## src/hw/rtl/psd_pkg.sv

```systemverilog
// Shared types and constants for the port scan detector.
package psd_pkg;

  localparam int unsigned PairEntriesDef  = 64;
  localparam int unsigned PortsPerPairDef = 32;
  localparam int unsigned QueueDepth      = 2;

  localparam logic [15:0] EtherIpv4   = 16'h0800;
  localparam logic [3:0]  IpVersion4  = 4'd4;
  localparam logic [7:0]  ProtoTcp    = 8'd6;
  localparam logic [5:0]  LimitReset  = 6'd20;
  localparam logic [15:0] WindowReset = 16'd5000;
  localparam logic [7:0]  LimitFloor  = 8'd2;

  // configuration register indexes
  localparam logic CfgPortLimit = 1'b0;
  localparam logic CfgWindowMs  = 1'b1;

  typedef enum logic [2:0] {
    OUT_IGNORED = 3'd0,
    OUT_NEW     = 3'd1,
    OUT_UPDATED = 3'd2,
    OUT_FULL    = 3'd3,
    OUT_SCAN    = 3'd4
  } outcome_e;

  // one queued packet header
  typedef struct packed {
    logic        ignore;
    logic [31:0] src;
    logic [31:0] dst;
    logic [15:0] port;
    logic [31:0] now;
  } pkt_t;

endpackage

```

## src/hw/rtl/psd_front.sv

```systemverilog
// Front end: accepts headers, classifies them and queues them for the engine.
module psd_front import psd_pkg::*; (
  input  logic        clk_i,
  input  logic        rst_ni,
  input  logic        start,
  output logic        busy,
  input  logic [15:0] ether_kind_i,
  input  logic [3:0]  ip_version_i,
  input  logic [7:0]  ip_protocol_i,
  input  logic [31:0] source_addr_i,
  input  logic [31:0] dest_addr_i,
  input  logic [15:0] dest_port_i,
  input  logic [31:0] time_ms_i,
  input  logic        pop_i,
  output logic        q_valid_o,
  output pkt_t        q_item_o
);

  localparam int unsigned PtrW = $clog2(QueueDepth);

  pkt_t            slot_q [QueueDepth];
  logic [PtrW-1:0] wr_ptr_q, rd_ptr_q;
  logic [PtrW:0]   cnt_q;
  logic            push;
  pkt_t            item;

  // classify: only IPv4 TCP takes part in tracking
  always_comb begin
    item.ignore = (ether_kind_i != EtherIpv4) || (ip_version_i != IpVersion4) ||
                  (ip_protocol_i != ProtoTcp);
    item.src    = source_addr_i;
    item.dst    = dest_addr_i;
    item.port   = dest_port_i;
    item.now    = time_ms_i;
  end

  assign busy      = (cnt_q == (PtrW+1)'(QueueDepth));
  assign push      = start && !busy;
  assign q_valid_o = (cnt_q != '0);
  assign q_item_o  = slot_q[rd_ptr_q];

  always_ff @(posedge clk_i) begin
    if (push) begin
      slot_q[wr_ptr_q] <= item;
    end
  end

  // queue pointers
  always_ff @(posedge clk_i or negedge rst_ni) begin
    if (!rst_ni) begin
      wr_ptr_q <= '0;
      rd_ptr_q <= '0;
      cnt_q    <= '0;
    end else begin
      if (push) begin
        wr_ptr_q <= (wr_ptr_q == PtrW'(QueueDepth-1)) ? '0 : wr_ptr_q + 1'b1;
      end
      if (pop_i) begin
        rd_ptr_q <= (rd_ptr_q == PtrW'(QueueDepth-1)) ? '0 : rd_ptr_q + 1'b1;
      end
      cnt_q <= cnt_q + (PtrW+1)'(push) - (PtrW+1)'(pop_i);
    end
  end

endmodule

```

## config.mk

```make
export PLATFORM = sky130hd
export DESIGN_NAME = psd_front
export DESIGN_NICKNAME = d
export VERILOG_FILES = /design/src/hw/rtl/psd_pkg.sv /design/src/hw/rtl/psd_front.sv
export SDC_FILE = /design/constraint.sdc
export NUM_CORES = 1
export LEC_CHECK = 0
export BUFFER_PORTS_ARGS = -buffer_cell sky130_fd_sc_hd__buf_2
export CAP_MARGIN = 20
export CORE_ASPECT_RATIO = 1.25
export CORE_UTILIZATION = 30
export DETAILED_ROUTE_END_ITERATION = 8
export PLACE_DENSITY = 0.61
export SLEW_MARGIN = 20
export SYNTH_ARGS = -nofsm -noshare
export SYNTH_HDL_FRONTEND = slang
export SYNTH_SLANG_ARGS = --single-unit
```

## constraint.sdc

```tcl
create_clock -name clk_i -period 7.9 [get_ports clk_i]
set_clock_uncertainty 0.05 [all_clocks]
set_input_delay 1.58 -clock clk_i [delete_from_list [all_inputs] [get_ports clk_i]]
set_output_delay 1.58 -clock clk_i [all_outputs]
set_load 0.01 [all_outputs]
```

==> metrics.yaml <==
status: "completed"
grt_first_pass_wirelength_um: 23800
worstPathRequired_ns: 6.27
count_of_placed_standard_cells_including_taps: 983
vias_per_cell: 4.30
ys_top_cells_by_count: "edfxtp_1, mux2_4, mux2_2"
synth-seq-area-share: 0.795
port-buffer-count: 258
critical_path.max_fanout: 52
timing.fmax_mhz: 243
finalNetCount: 800
cts_tree: "done"
design.portCount: 259
finalNonFillerCells: 1027
timing.critical_path.max_delay_family: "buffers and inverters"
critical_path.startpoint_type: "flop"
ant_nets: 0
yosys_register_bits: 230
synth_top_cell_by_area: "edfxtp_1"
drtIter0Drc: 178
critical-path-slowest-cell: "buf_4"
cts.repair_timing.setup_buffer_count: 0
clkTransAtPathRegs_ns: 0.06
die_h_um: 192
syn-mean-instance-area_um2: 22.9
synth.cell_area_um2: 8670
synthArstFlopShare: 0.0174
critical_path_buf_inv_count: 2
antenna_found_initial: 1
fillerInstances: 2625
numClockSinks: 230
global_route.usage.total: 0.104
area_growth_syn_to_layout_pct: 27.8
synthTopCellsByArea: "edfxtp_1, mux2_4, mux2_2, dfrtp_1, buf_6"
finalInstanceArea_um2: 11100
drive_above_1_share: 0.618
dr_total_vias: 4415
ys_dominant_reg_cell: "edfxtp_1"
synth_edf_count: 226
final_setup_violation_count: 0
avgRoutedWirePerCell_um: 16.1
core_um2: 28400
irDropWorstVdd_mv: 0.192
half_perimeter_wire_length_after_placement_um: 10800
cts.repair.resized: 0
timing.final.crit_share: 0.520
yosysWarnings: 0
crit_type: "reg2out"
final-seq-area_um2: 6890
cts-root-buf: "clkbuf_16"
insertedDiodeCount: 0
hold_violations: 0
floorplan.initialDensity: 0.305
cts-hold-fix-buffers: 0
placed_area_um2: 10300
cts_buffer_depth: 3
crit_path_cell_trace: "buf_4 -> mux2_2 -> buf_2"
final_period_minus_worst_setup_slack_ns: 4.11
maxSlewViolCount: 0
synthesis.nets: 524
overflow: 0
clk_latency_ns: 0.51
rsz_0062_raised_after_global_routing: "false"
grt_max_degree: 58
yosys.area.top_type_share: 0.783
horizontal_die_dimension_um: 154
cap_violations: 0
cp.arrival_ns: 2.48
multi_input_comb_area_um2: 1670
core.rowCount: 69
static-leakage-power_nw: 4.31
drt-total-wl_um: 16500
synthesis.instances: 378
power_density_nw_per_um2: 362
cts_htree_levels: 1
worst_hold_path_type: "reg2reg"
finalSetupTns_ns: 0
finalWeightedCongestion: 0.784
die-area_um2: 29600
vias_in_the_first_global_route: 4571
worst_path_largest_cell_delay_ns: 0.68
worstMarginPinSlew_ns: 0.840
worstSetupEndpointType: "output pin"
remaining_drc_errors: 0
cts-buffers-inserted: 24
post-synth-top-count-cell: "edfxtp_1"
drt-pass1-iter-count: 4
yosys.cell_types.count: 20
slew-limit-headroom: 0.440
==> registers in the layout, indices dropped and copies added (netlist names) <==
name / flops
cnt_q: 2
slot_q: 226
wr_ptr_q: 1
rd_ptr_q: 1
==> layout by cell type, fill, tap and decap left out, types with 2 or more instances in the layout <==
| cell type | count |
|---|---|
| dfrtp_1 | 3 |
| clkbuf_16 | 25 |
| clkinv_2 | 7 |
| inv_1 | 2 |
| nor4_1 | 3 |
| ha_1 | 2 |
| clkinv_1 | 8 |
| buf_2 | 258 |
| mux2_4 | 60 |
| buf_4 | 5 |
| xnor2_1 | 3 |
| edfxtp_1 | 226 |
| nor4b_1 | 4 |
| mux2_2 | 53 |
==> power by group <==
part | switching [mW] | total, mW | internal (mW)
clock network | 0.444 | 1.05 | 0.605
registers | 0.0842 | 1.76 | 1.67
logic | 0.622 | 1.21 | 0.586
==> kinds of logic (layout without fill, tap and decap cells) <==
group         after synthesis  count (layout)  synth area share
fa+ha+maj                   2               2           0.00289
simple gates               14              14            0.0110
flops                     230             230             0.795
xor+xnor                    4               4           0.00404
mux                       113             113             0.173
buf+inv                    15             309            0.0146
==> per-stage QoR <==
step | total power [mW] | worst slack (ns) | hold slack (ns) | util
5_1_grt | 4.21 | 3.65 | 0.467 | 0.390
6_report | 4.01 | 3.79 | 0.441 | 0.390
2_1_floorplan | 2.63 | 0.891 | 0.410 | -
3_5_place_dp | 3.03 | 4.18 | 0.431 | 0.364
3_3_place_gp | 3.01 | 4.15 | 0.426 | 0.364
4_1_cts | 4.10 | 3.71 | 0.440 | 0.390
==> worst paths after layout <==
path                                       from                 endpoint  slack (ns)  cells past startpoint
max                        rd_ptr_q$_DFFE_PN0P_             q_item_o[78]        3.79                      3
min                          cnt_q[1]$_DFF_PN0_       cnt_q[1]$_DFF_PN0_        0.44                      1
max reg2reg                  cnt_q[1]$_DFF_PN0_  slot_q[1][59]$_DFFE_PP_        5.37                      3
min reg2reg                  cnt_q[1]$_DFF_PN0_       cnt_q[1]$_DFF_PN0_        0.44                      1
max in group asynchronous                rst_ni     rd_ptr_q$_DFFE_PN0P_        6.85                      1
min in group asynchronous                rst_ni     rd_ptr_q$_DFFE_PN0P_        0.81                      1
==> per-layer routing <==
metal	up-vias	track usage	routed length, µm
met3	35	0.0334	1350
met1	2126	0.107	6130
met5	-	0	12
met2	185	0.196	8520
met4	2	0.0431	484
li1	2067	-	-
==> area by class of cell <==
type                            count  area share
Tap cell                          355      0.0401
Sequential cell                   230       0.622
Clock buffer                       26      0.0568
Timing Repair Buffer              263       0.120
Inverter                            2    0.000678
Multi-Input combinational cell    133       0.150
Clock inverter                     18      0.0101
Note: power is estimated with default switching activity, not from simulation.
